[config.mk]
export PLATFORM = sky130hd
export DESIGN_NAME = multi_key_click_classifier_top
export DESIGN_NICKNAME = d
export VERILOG_FILES = /design/src/mkcc_pkg.sv /design/src/multi_key_click_classifier_top.sv
export SDC_FILE = /design/constraint.sdc
export NUM_CORES = 2
export LEC_CHECK = 0
export ABC_AREA = 1
export BUFFER_PORTS_ARGS = -buffer_cell sky130_fd_sc_hd__buf_2
export CORE_ASPECT_RATIO = 0.7
export CORE_MARGIN = 2
export CORE_UTILIZATION = 30
export DETAILED_ROUTE_END_ITERATION = 10
export GPL_ROUTABILITY_DRIVEN = 0
export PLACE_DENSITY = 0.42
export SYNTH_ARGS = -nofsm -noshare
export SYNTH_HDL_FRONTEND = slang
export SYNTH_SLANG_ARGS = --single-unit
[constraint.sdc]
create_clock -name clk -period 20.2 [get_ports clk]
set_clock_uncertainty 0.1 [all_clocks]
set_input_delay 2.02 -clock clk [delete_from_list [all_inputs] [get_ports clk]]
set_output_delay 2.02 -clock clk [all_outputs]
set_load 0.01 [all_outputs]
[src/mkcc_pkg.sv]
// ----------------------------------------------------------------------------
// Multi-key click classifier package
// Shared types, codes, register indexes and reset values for the per-key
// click, double-click and long-press classifier.
// ----------------------------------------------------------------------------
package mkcc_pkg;

  // Number of serviced keys and the address width of the per-key state memory.
  localparam int KEY_COUNT  = 16;
  localparam int KEY_ADDR_W = (KEY_COUNT > 1) ? $clog2(KEY_COUNT) : 1;

  // Field widths fixed by the interface.
  localparam int KEY_W     = 4;
  localparam int CODE_W    = 4;
  localparam int TIME_W    = 32;
  localparam int CFG_W     = 16;
  localparam int CFG_IDX_W = 3;

  // Per-key machine modes.
  typedef logic [1:0] key_mode_t;
  localparam key_mode_t MODE_IDLE    = 2'd0;
  localparam key_mode_t MODE_PRESSED = 2'd1;
  localparam key_mode_t MODE_WAIT    = 2'd2;

  // Reported event codes.
  typedef logic [CODE_W-1:0] event_code_t;
  localparam event_code_t EV_NOISE          = 4'd0;
  localparam event_code_t EV_SINGLE         = 4'd1;
  localparam event_code_t EV_DOUBLE         = 4'd2;
  localparam event_code_t EV_LONG           = 4'd3;
  localparam event_code_t EV_LATE_LONG      = 4'd4;
  localparam event_code_t EV_DOUBLE_TIMEOUT = 4'd5;
  localparam event_code_t EV_IDLE_RELEASE   = 4'd6;
  localparam event_code_t EV_WAIT_RELEASE   = 4'd7;
  localparam event_code_t EV_LONG_RELEASED  = 4'd8;
  localparam event_code_t EV_DOUBLE_PRESSED = 4'd9;
  localparam event_code_t EV_OTHER          = 4'd10;

  // Configuration register indexes.
  typedef logic [CFG_IDX_W-1:0] cfg_index_t;
  localparam cfg_index_t CFG_KEY_ENABLE_MASK      = 3'd0;
  localparam cfg_index_t CFG_NOISE_LIMIT_MS       = 3'd1;
  localparam cfg_index_t CFG_SHORT_PRESS_LIMIT_MS = 3'd2;
  localparam cfg_index_t CFG_LONG_PRESS_LIMIT_MS  = 3'd3;
  localparam cfg_index_t CFG_DOUBLE_WINDOW_MS     = 3'd4;
  localparam cfg_index_t CFG_LONG_CHECK_DELAY_MS  = 3'd5;
  localparam cfg_index_t CFG_DOUBLE_CHECK_DELAY_MS = 3'd6;

  // Configuration reset values.
  localparam logic [CFG_W-1:0] RST_KEY_ENABLE_MASK       = 16'd2047;
  localparam logic [CFG_W-1:0] RST_NOISE_LIMIT_MS        = 16'd20;
  localparam logic [CFG_W-1:0] RST_SHORT_PRESS_LIMIT_MS  = 16'd500;
  localparam logic [CFG_W-1:0] RST_LONG_PRESS_LIMIT_MS   = 16'd1500;
  localparam logic [CFG_W-1:0] RST_DOUBLE_WINDOW_MS      = 16'd600;
  localparam logic [CFG_W-1:0] RST_LONG_CHECK_DELAY_MS   = 16'd1500;
  localparam logic [CFG_W-1:0] RST_DOUBLE_CHECK_DELAY_MS = 16'd600;

  // One input request: a level change of one key, or a millisecond tick.
  typedef struct packed {
    logic             mode;
    logic [KEY_W-1:0] key_id;
    logic             pressed;
  } in_item_t;

  // One reported event.
  typedef struct packed {
    logic [KEY_W-1:0] event_key;
    event_code_t      event_code;
    logic             last_event;
  } result_t;

  // One entry of the per-key state memory. All zeros is the reset state.
  typedef struct packed {
    key_mode_t         key_mode;
    logic              key_level;
    logic [TIME_W-1:0] press_stamp;
    logic [TIME_W-1:0] release_stamp;
    logic              long_armed;
    logic [TIME_W-1:0] long_deadline;
    logic              double_armed;
    logic [TIME_W-1:0] double_deadline;
  } key_entry_t;

  // A check delay of zero behaves as one millisecond.
  function automatic logic [CFG_W-1:0] delay_of(input logic [CFG_W-1:0] d);
    delay_of = (d == '0) ? CFG_W'(1) : d;
  endfunction

endpackage

[src/multi_key_click_classifier_top.sv]
// ----------------------------------------------------------------------------
// Multi-key click classifier
// A level change reads its key's entry, writes it back with its event and
// flushes the last event; a tick walks the per-key state memory one key a
// cycle while the output does not stall, then flushes. No new request is
// taken until the last event of the current one has been flushed.
// Reset: synchronous; all keys idle and released, deadlines disarmed, time
// zero, registers at their defaults. No clearing pass: valid bits per entry.
// ----------------------------------------------------------------------------
module multi_key_click_classifier_top (
  input  logic                       clk,
  input  logic                       rst,
  input  logic                       in_valid,
  output logic                       in_ready,
  input  mkcc_pkg::in_item_t         in_data,
  output logic                       out_valid,
  input  logic                       out_ready,
  output mkcc_pkg::result_t          out_data,
  input  logic                       cfg_we,
  input  mkcc_pkg::cfg_index_t       cfg_index,
  input  logic [mkcc_pkg::CFG_W-1:0] cfg_wdata
);

  // Sequencer states.
  localparam logic [1:0] S_IDLE  = 2'd0;
  localparam logic [1:0] S_MOD   = 2'd1;
  localparam logic [1:0] S_EXTRA = 2'd2;
  localparam logic [1:0] S_FLUSH = 2'd3;

  localparam logic [mkcc_pkg::KEY_W-1:0] LAST_KEY =
    mkcc_pkg::KEY_W'(mkcc_pkg::KEY_COUNT - 1);

  // Configuration registers.
  logic [mkcc_pkg::CFG_W-1:0] key_enable_mask;
  logic [mkcc_pkg::CFG_W-1:0] noise_limit_ms;
  logic [mkcc_pkg::CFG_W-1:0] short_press_limit_ms;
  logic [mkcc_pkg::CFG_W-1:0] long_press_limit_ms;
  logic [mkcc_pkg::CFG_W-1:0] double_window_ms;
  logic [mkcc_pkg::CFG_W-1:0] long_check_delay_ms;
  logic [mkcc_pkg::CFG_W-1:0] double_check_delay_ms;

  // Control registers.
  logic [1:0]                  state;
  logic [1:0]                  state_next;
  logic                        is_tick;
  logic [mkcc_pkg::KEY_W-1:0]  cur_key;
  logic                        cur_level;
  logic [mkcc_pkg::TIME_W-1:0] now_ms;
  logic                        pend_valid;
  logic [mkcc_pkg::KEY_W-1:0]  pend_key;
  mkcc_pkg::event_code_t       pend_code;

  // State memory and its read port.
  mkcc_pkg::key_entry_t             key_mem [mkcc_pkg::KEY_COUNT];
  logic [mkcc_pkg::KEY_COUNT-1:0]   ent_valid;
  mkcc_pkg::key_entry_t             rd_entry;
  logic                             rd_valid;
  logic                             rd_en;
  logic [mkcc_pkg::KEY_ADDR_W-1:0]  rd_addr;
  logic                             wr_en;

  // Read-modify-write datapath.
  mkcc_pkg::key_entry_t        ent;
  mkcc_pkg::key_entry_t        upd;
  logic                        key_en;
  logic [mkcc_pkg::TIME_W-1:0] dur;
  logic [mkcc_pkg::TIME_W-1:0] gap;
  logic                        has_res;
  logic                        extra;
  mkcc_pkg::event_code_t       res_code;

  // Handshake helpers.
  logic in_take;
  logic out_free;
  logic push;
  logic stall;
  logic [mkcc_pkg::KEY_W-1:0] key_inc;

  assign in_ready = (state == S_IDLE);
  assign in_take  = in_valid && in_ready;
  assign out_free = !out_valid || out_ready;
  assign key_inc  = cur_key + 1'b1;

  // Configuration writes; indexes beyond the list are ignored.
  always_ff @(posedge clk) begin
    if (rst) begin
      key_enable_mask       <= mkcc_pkg::RST_KEY_ENABLE_MASK;
      noise_limit_ms        <= mkcc_pkg::RST_NOISE_LIMIT_MS;
      short_press_limit_ms  <= mkcc_pkg::RST_SHORT_PRESS_LIMIT_MS;
      long_press_limit_ms   <= mkcc_pkg::RST_LONG_PRESS_LIMIT_MS;
      double_window_ms      <= mkcc_pkg::RST_DOUBLE_WINDOW_MS;
      long_check_delay_ms   <= mkcc_pkg::RST_LONG_CHECK_DELAY_MS;
      double_check_delay_ms <= mkcc_pkg::RST_DOUBLE_CHECK_DELAY_MS;
    end else if (cfg_we) begin
      unique case (cfg_index)
        mkcc_pkg::CFG_KEY_ENABLE_MASK:       key_enable_mask       <= cfg_wdata;
        mkcc_pkg::CFG_NOISE_LIMIT_MS:        noise_limit_ms        <= cfg_wdata;
        mkcc_pkg::CFG_SHORT_PRESS_LIMIT_MS:  short_press_limit_ms  <= cfg_wdata;
        mkcc_pkg::CFG_LONG_PRESS_LIMIT_MS:   long_press_limit_ms   <= cfg_wdata;
        mkcc_pkg::CFG_DOUBLE_WINDOW_MS:      double_window_ms      <= cfg_wdata;
        mkcc_pkg::CFG_LONG_CHECK_DELAY_MS:   long_check_delay_ms   <= cfg_wdata;
        mkcc_pkg::CFG_DOUBLE_CHECK_DELAY_MS: double_check_delay_ms <= cfg_wdata;
        default: ;
      endcase
    end
  end

  // Next entry and event for the key whose state was just read.
  always_comb begin
    ent      = rd_valid ? rd_entry : '0;
    upd      = ent;
    has_res  = 1'b0;
    extra    = 1'b0;
    res_code = mkcc_pkg::EV_OTHER;
    key_en   = key_enable_mask[cur_key];
    dur      = now_ms - ent.press_stamp;
    gap      = now_ms - ent.release_stamp;
    if (is_tick) begin
      // Double-click deadline: confirm a single click or flag a held key.
      if (ent.double_armed && ent.double_deadline == now_ms) begin
        upd.double_armed = 1'b0;
        if (key_en && upd.key_mode == mkcc_pkg::MODE_WAIT) begin
          upd.key_mode = mkcc_pkg::MODE_IDLE;
          has_res      = 1'b1;
          res_code     = upd.key_level ? mkcc_pkg::EV_DOUBLE_PRESSED
                                       : mkcc_pkg::EV_SINGLE;
        end
      end
      // Long-press deadline: report a held key as a long press, a released one as long-released.
      if (ent.long_armed && ent.long_deadline == now_ms) begin
        upd.long_armed = 1'b0;
        if (key_en && upd.key_mode == mkcc_pkg::MODE_PRESSED) begin
          upd.key_mode = mkcc_pkg::MODE_IDLE;
          has_res      = 1'b1;
          res_code     = upd.key_level ? mkcc_pkg::EV_LONG
                                       : mkcc_pkg::EV_LONG_RELEASED;
        end
      end
    end else begin
      upd.key_level = cur_level;
      if (key_en) begin
        if (ent.key_mode == mkcc_pkg::MODE_IDLE && cur_level) begin
          // New press: stamp it and arm the held-key check.
          upd.press_stamp   = now_ms;
          upd.key_mode      = mkcc_pkg::MODE_PRESSED;
          upd.long_armed    = 1'b1;
          upd.long_deadline = now_ms +
            {{(mkcc_pkg::TIME_W-mkcc_pkg::CFG_W){1'b0}},
             mkcc_pkg::delay_of(long_check_delay_ms)};
        end else if (ent.key_mode == mkcc_pkg::MODE_PRESSED && !cur_level) begin
          // Release: classify the press by its length.
          upd.long_armed    = 1'b0;
          upd.release_stamp = now_ms;
          upd.key_mode      = mkcc_pkg::MODE_IDLE;
          has_res           = 1'b1;
          if (dur < {16'd0, noise_limit_ms}) begin
            res_code = mkcc_pkg::EV_NOISE;
          end else if (dur < {16'd0, short_press_limit_ms}) begin
            has_res             = 1'b0;
            upd.key_mode        = mkcc_pkg::MODE_WAIT;
            upd.double_armed    = 1'b1;
            upd.double_deadline = now_ms +
              {{(mkcc_pkg::TIME_W-mkcc_pkg::CFG_W){1'b0}},
               mkcc_pkg::delay_of(double_check_delay_ms)};
          end else if (dur < {16'd0, long_press_limit_ms}) begin
            res_code = mkcc_pkg::EV_SINGLE;
          end else begin
            res_code = mkcc_pkg::EV_LATE_LONG;
            extra    = 1'b1;
          end
        end else if (ent.key_mode == mkcc_pkg::MODE_WAIT && cur_level) begin
          // Second press: double click if it came inside the window.
          upd.double_armed = 1'b0;
          upd.key_mode     = mkcc_pkg::MODE_IDLE;
          has_res          = 1'b1;
          res_code         = (gap < {16'd0, double_window_ms})
                             ? mkcc_pkg::EV_DOUBLE : mkcc_pkg::EV_DOUBLE_TIMEOUT;
        end else begin
          // Any other transition is an error and returns the key to idle.
          upd.key_mode = mkcc_pkg::MODE_IDLE;
          has_res      = 1'b1;
          if (ent.key_mode == mkcc_pkg::MODE_IDLE && !cur_level) begin
            res_code = mkcc_pkg::EV_IDLE_RELEASE;
          end else if (ent.key_mode == mkcc_pkg::MODE_WAIT && !cur_level) begin
            res_code = mkcc_pkg::EV_WAIT_RELEASE;
          end else begin
            res_code = mkcc_pkg::EV_OTHER;
          end
        end
      end
    end
  end

  // Sequencer: read a key, write it back with its event, push a late long press's extra event, flush the last event.
  always_comb begin
    state_next = state;
    rd_en      = 1'b0;
    rd_addr    = cur_key[mkcc_pkg::KEY_ADDR_W-1:0];
    wr_en      = 1'b0;
    push       = 1'b0;
    stall      = 1'b0;
    unique case (state)
      S_IDLE: begin
        if (in_take) begin
          if (in_data.mode) begin
            rd_en      = 1'b1;
            rd_addr    = '0;
            state_next = S_MOD;
          end else if ({1'b0, in_data.key_id} < (mkcc_pkg::KEY_W+1)'(mkcc_pkg::KEY_COUNT)) begin
            rd_en      = 1'b1;
            rd_addr    = in_data.key_id[mkcc_pkg::KEY_ADDR_W-1:0];
            state_next = S_MOD;
          end
        end
      end
      S_MOD: begin
        stall = has_res && pend_valid && !out_free;
        if (!stall) begin
          wr_en = 1'b1;
          push  = has_res && pend_valid;
          if (is_tick) begin
            if (cur_key == LAST_KEY) begin
              state_next = S_FLUSH;
            end else begin
              rd_en   = 1'b1;
              rd_addr = key_inc[mkcc_pkg::KEY_ADDR_W-1:0];
            end
          end else begin
            state_next = extra ? S_EXTRA : S_FLUSH;
          end
        end
      end
      S_EXTRA: begin
        if (out_free) begin
          push       = 1'b1;
          state_next = S_FLUSH;
        end
      end
      S_FLUSH: begin
        if (!pend_valid) begin
          state_next = S_IDLE;
        end else if (out_free) begin
          push       = 1'b1;
          state_next = S_IDLE;
        end
      end
      default: state_next = S_IDLE;
    endcase
  end

  // Control registers and the pending event.
  always_ff @(posedge clk) begin
    if (rst) begin
      state      <= S_IDLE;
      now_ms     <= '0;
      pend_valid <= 1'b0;
      ent_valid  <= '0;
    end else begin
      state <= state_next;
      if (in_take && in_data.mode) begin
        now_ms <= now_ms + 1'b1;
      end
      if (wr_en) begin
        ent_valid[cur_key[mkcc_pkg::KEY_ADDR_W-1:0]] <= 1'b1;
      end
      if (state == S_MOD && !stall && has_res) begin
        pend_valid <= 1'b1;
      end else if (state == S_FLUSH && push) begin
        pend_valid <= 1'b0;
      end
    end
  end

  // Request fields, scan index and pending event payload.
  always_ff @(posedge clk) begin
    if (in_take) begin
      is_tick   <= in_data.mode;
      cur_key   <= in_data.mode ? '0 : in_data.key_id;
      cur_level <= in_data.pressed;
    end else if (state == S_MOD && !stall && is_tick && cur_key != LAST_KEY) begin
      cur_key <= key_inc;
    end
    if (state == S_MOD && !stall && has_res) begin
      pend_key  <= cur_key;
      pend_code <= res_code;
    end else if (state == S_EXTRA && push) begin
      pend_code <= mkcc_pkg::EV_LONG;
    end
  end

  // Per-key state memory, one read and one write port, registered read.
  always_ff @(posedge clk) begin
    if (wr_en) begin
      key_mem[cur_key[mkcc_pkg::KEY_ADDR_W-1:0]] <= upd;
    end
    if (rd_en) begin
      rd_entry <= key_mem[rd_addr];
      rd_valid <= ent_valid[rd_addr];
    end
  end

  // Output register.
  always_ff @(posedge clk) begin
    if (rst) begin
      out_valid <= 1'b0;
    end else if (push) begin
      out_valid <= 1'b1;
    end else if (out_ready) begin
      out_valid <= 1'b0;
    end
  end

  always_ff @(posedge clk) begin
    if (push) begin
      out_data.event_key  <= pend_key;
      out_data.event_code <= pend_code;
      out_data.last_event <= (state == S_FLUSH);
    end
  end

endmodule

* Yosys cells after proc, flatten, opt, wreduce, memory -nomap -nowiden
Memory sizes are Yosys's and may differ from the RTL's. A register that Yosys moved wholly into a read port is not among the register bits.
Cells that the tools add are included.
** Word-level totals
- Bits in registers :: 188
- Memory bits (writable) :: 2128
- Logic and storage cells :: 209
- Memories :: 1
** Cells by class
- Add/sub/neg operators :: 6
- Order comparisons :: 7
- Equality and inequality tests :: 21
- Mux-type cells :: 110
- Bitwise gates (word level) :: 1
- Reduce and logical (&&, ||, !) cells :: 42
** Memories
- key_mem :: depth 16, bits a word 133, read ports 1, clocked after Yosys merged registers in 1, wr ports 1, RTL line multi_key_click_classifier_top.sv:54 : mkcc_pkg::key_entry_t key_mem [mkcc_pkg::KEY_COUNT];
** Operators by type and width (count)
- $mux W32 :: 6
- $mux W133 :: 1
- $mux W33 :: 4
- $mux W130 :: 1
- $lt A32 B16 Y1 :: 4
- $mux W4 :: 24
- $mux W65 :: 1
- $add A32 B16 Y32 :: 2
- $eq A32 B32 Y1 :: 2
- $sub A32 B32 Y32 :: 2
- $mux W1 :: 44
- $mux W2 :: 18
- $add A32 B1 Y32 const B :: 1
- $logic_not A16 Y1 :: 2
- $mux W16 :: 2
- $logic_and A1 B1 Y1 :: 20
- $or A16 B16 Y16 :: 1
- $reduce_and A2 Y1 :: 7
- $lt A4 B5 Y1 const B :: 2
- $eq A3 B3 Y1 const B :: 3
- $bmux W1 S4 :: 2
- $pmux W2 S4 :: 1
- $pmux W4 S2 :: 1
- $reduce_bool A2 Y1 :: 4
- other kinds (20) :: 32

* Depth between registers and ports, before layout
- Depth in word-level cells :: 20
- Gate-level depth with buffers :: 38
- Depth with buffers taken out :: 32

* Worst setup path before layout
Ideal clock, no wire load.
- Path kind :: reg-to-reg
- From :: register rd_valid
- To :: register, netlist name rd_entry[0]
- Library setup time :: 0.812 ns
- Data arrival time :: 13.312 ns
- Required time :: 19.288 ns
- Slack :: 5.976 ns
- Stages on the path, launching flop included :: 26
- Buffers on the path :: 5
- Clock period less this slack :: 14.224 ns
- Path through :: edfxtp_1 -> buf_4 -> buf_2 -> buf_2 -> clkbuf_1 -> buf_1 -> nand2_1 -> ha_1 -> nand2_1 -> nor2_1 -> inv_1 -> nor2_1 -> nand2_1 -> nand3_2 -> xor2_1 -> ha_1 -> a21oi_1 -> o21ai_0 -> a21oi_1 -> a21boi_0 -> nand4_2 -> nand2_2 -> nand2_2 -> nand4_2 -> nand3_2 -> o21ai_0
** On the way
- Longest elaborated chain between the ends :: 15
- Elaborated cells between the ends (all ways) :: 35
** Ends and longest elaborated chain
- start, declared :: RTL line multi_key_click_classifier_top.sv:57 : logic rd_valid;
- start signal, assigned :: RTL line multi_key_click_classifier_top.sv:298 : rd_valid <= ent_valid[rd_addr];
- $mux W133 (*) :: RTL line multi_key_click_classifier_top.sv:110 : ent = rd_valid ? rd_entry : '0;
- parallel branches: the longest is 9 deep, another holds $sub A32 B32 Y32
- $mux W1 (*) :: RTL line multi_key_click_classifier_top.sv:118 : if (is_tick) begin
- $logic_and A1 B1 Y1 (*) (2 in a row) :: RTL line multi_key_click_classifier_top.sv:217 : stall = has_res && pend_valid && !out_free;
- $mux W1 (*) :: RTL line multi_key_click_classifier_top.sv:218 : if (!stall) begin
- $pmux W1 S2 (*) :: RTL line multi_key_click_classifier_top.sv:202 : unique case (state)
- via rd_en :: RTL line multi_key_click_classifier_top.sv:58 : logic rd_en;
Mark *: on every way through the listed nets, which the timed path passes. The select of a mux whose other input is x is not followed.
A chain may end at the register's enable or synchronous reset.

* Worst setup path after layout
- From :: register rd_valid
- To :: register, netlist name rd_entry[41]
** On the way
- Longest elaborated chain between the ends :: 15
- Elaborated cells between the ends (all ways) :: 35
** Ends and longest elaborated chain (RTL line)
- $mux W133 (*) :: multi_key_click_classifier_top.sv:110
- parallel branches: the longest is 9 deep, another holds $sub A32 B32 Y32
- $mux W1 (*) :: multi_key_click_classifier_top.sv:118
- $logic_and A1 B1 Y1 (*) (2 in a row) :: multi_key_click_classifier_top.sv:217
- $mux W4 or $mux W1 (tied branches) :: multi_key_click_classifier_top.sv:218
- $pmux W4 S2 or $pmux W1 S2 (tied branches) :: multi_key_click_classifier_top.sv:202
Mark *: on every way between the ends. The select of a mux whose other input is x is not followed.

==> results.md <==
- Via density per instance: 5.02
- Tightest Hold Check Type: reg2reg
- Ys async rst share: 0%
- Max Slew Vio Count: 17
- Synthesis warning total: 0
- Reg2reg start: rd_valid$_DFFE_PP_
- Final Hold Vio Count: 0
- Setup crit start: rd_valid$_DFFE_PP_
- Flops & latches, synth: 2449
- Critical Path Sink Type: register
- CP cell instances: buf_4, buf_4, nand2_1, nand2_1, nand4_1, nor4_1, nand4_1, nor2_1, nand2_1, nand3_2, inv_2, a21oi_2, nand4_1, nand3_1, nand2_4, nand2_8, buf_4, buf_4, buf_4, nand2_1, nand3_1, nand3_1, nand3_1, nand2_1
- Initial antenna violation count: 33
- Post-Synthesis Net Count: 11658
- Period utilisation layout: 48.2%
- Final instance area: 128000 sq um
- Layout area overhead: 12.0%
- Critical path required time: 20.73 ns
- Sequential area share after synthesis: 62.9%
- Final Net Count: approximately 12000
- DR vias: roughly 83000
- Max-cap violations: 1
- Die Height: 521 microns
- GRT Total Usage: 20.4%
- Slowest stage delay, CP: 1.05 ns
- Chip width: between 700 and 800 microns
- Iteration-0 DRC count of the detailed router: about 9300
- Worst-Margin Slew: 1.57 ns
- FF+latch area: 71900 sq um
- Distinct cells, synth: between 60 and 70
- Mapped Area: 114000 sq um
- H-tree Lvls: 5
- Antenna-violating nets left: 0
- Pwr per Cell Area: 178 nW/um^2
- Core Util, Final: 33.8%
- Hold Startpoint: pend_key[3]$_DFFE_PP_
- Violated checks: capacitance limit, slew limit
- RSZ-0062 raised after global routing: false
- Post-CTS repair timing setup buffer count: 0
- Period minus WS final: 9.74 ns
- Rows: 189
- WL final: 407000 microns
- CP Class: reg2reg
- Lkg Pwr: 52.1 nW
- Top_reg_cell synth: edfxtp_1
- TNS Setup: 0 ns
- Area leader, netlist: edfxtp_1
- Initial Utilization: 30.2%
- Mean area per synthesized cell: 9.98 sq um
- Largest net degree at the start of global routing: between 150 and 200
- Worst vdd ir: 0.269 mV
- Share of layout cells above drive strength 1: roughly 6.4%
- GRT overflow: 0
- First-pass GRT wire length: approximately 580000 microns
- Post-Syn Instances: 11459
- Number of flops mapped to enable cells by yosys: 2285
- Buffers on Ports: 40
- Worst slew margin: -5.39%
- Placed instance area: 120000 sq um
- Crit Path Max Fanout: 93
- Status: finished with violations
- Vias in the first global route: about 77000
- Fmax: 103 MHz
- Root Buffer: clkbuf_16
- Fillcell total: between 30000 and 40000
- Worst skew pair latency: 0.90 ns
- Clock buffer count from CTS: 270
- Top cells by area, synth: edfxtp_1 60%, nand3_1 11%, nand2_1 8.3%
- Clock Tree Buf Depth: 4
- Final setup vio count: 0
- Core footprint: 379000 sq um
- Hold buffer count at cts: 0
- Drt first pass iters: 8
- Clock-pin slew on the worst setup and hold paths: ~0.060 ns
- Count leader, synth: nand3_1
- Crit-path slowest cell: nor4_1
- # DRC: 0
- Post-synth top cells: 2544 x nand3_1, 2514 x nand2_1, 2285 x edfxtp_1
- Crit path launch type: register
- Share of the synthesized area in the top cell type: 60.0%
- Post-CTS Resized: 0
- Die ar.: 386000 sq um
- Clock Sinks: 2449
- Post-DP HPWL: 225000 microns
- Worst EP arrival: ~10 ns
- IO Count: 41
- Avg WL per Cell: 24.5 microns
- CTS tree: yes
- Area of the multi-input gates: 32800 sq um
-- sequential cells by signal, summed over array words and instances, names as in the netlist --
signal                 cells
key_mem                 2128
rd_entry                 133
now_ms                    32
double_check_delay_ms     16
double_window_ms          16
ent_valid                 16
key_enable_mask           16
long_check_delay_ms       16
long_press_limit_ms       16
noise_limit_ms            16
short_press_limit_ms      16
out_data                   9
cur_key                    4
pend_code                  4
pend_key                   4
state                      2
cur_level                  1
is_tick                    1
out_valid                  1
pend_valid                 1
rd_valid                   1
-- critical path: cells and delay by family, from the launching register on --
family | cells | cell delay [ns]
flip-flops | 1 | 0.34
AO/OA/AOI/OAI | 1 | 0.17
buffers and inverters | 6 | 3.78
AND/OR/NAND/NOR | 17 | 4.55
-- per-layer routing --
metal	global-route usage [%]	wire, microns	part of all wire, %
met5	0.319	265	0.065
met4	5.24	10800	2.7
met3	4.66	36000	8.8
met2	28.4	165000	41
met1	31.5	195000	48
-- final timing paths --
path / to / slack, ns / cells past startpoint
min: out_data[8]$_DFFE_PP_ / 0.33 / 0
min reg2reg: out_data[8]$_DFFE_PP_ / 0.33 / 0
max reg2reg: rd_entry[41]$_DFFE_PP_ / 10.46 / 24
max: rd_entry[41]$_DFFE_PP_ / 10.46 / 24
-- cells by family (layout without fill, tap and decap cells) --
logic type                 after synthesis  count (layout)  synth area share (%)
DFF                                   2449            2449                  62.9
muxes                                    4               4                0.0350
xor gates and xnor gates               116             116                 0.888
other                                    0               2                     0
and+or+nand+nor                       5716            5716                  22.8
AOI/OAI and AO/OA                      592             592                  2.87
buffers and inverters                 2413            2483                  8.69
adders and majority gates              169             169                  1.88
-- layout by cell type (no fill, tap or decap), types with 17 or more instances in the layout --
master	n
clkbuf_1	65
buf_2	40
a21oi_1	212
clkinv_1	50
clkinv_2	39
buf_4	232
o21ai_0	219
nor4_1	23
o21ai_2	17
edfxtp_1	2285
xnor2_1	22
nand3b_1	281
nand2_1	2512
ha_1	165
nand4_1	43
o21ai_1	35
dfxtp_1	164
o211ai_1	22
xor2_1	94
o21a_1	18
nor2_1	220
clkbuf_16	275
buf_12	20
inv_1	1702
nor3_1	39
nand3_1	2544
-- power by group --
group          internal, mW  leakage [nW]  switching, mW
Combinational          2.66          25.8           8.23
Clock                  2.68          4.03           2.12
Sequential             6.89          22.3          0.275
Total                  12.2          52.1           10.6
-- area by class of cell --
class                      instances  area share, %
multi-input combinational       6597           25.6
timing repair buffer             294           1.85
clock buffer                     348           5.65
inverter                        1718           5.04
clock inverter                   123          0.775
sequential                      2449           56.1
tap                             5061           4.94
antenna                            2        0.00391
-- metrics by stage --
step / hold slack [ns] / std cells / setup WS, ns / power [mW]
floorplan: 0.300 / 11459 / 5.98 / 14.1
global placement: 0.318 / 16115 / 10.81 / 18.1
detailed placement: 0.317 / 16116 / 10.72 / 18.1
CTS: 0.332 / 16587 / 10.72 / 22.9
global route: 0.350 / 16591 / 9.87 / 24.3
finish: 0.332 / 16592 / 10.46 / 22.9
No activity file was read; power rests on OpenSTA's default activity.
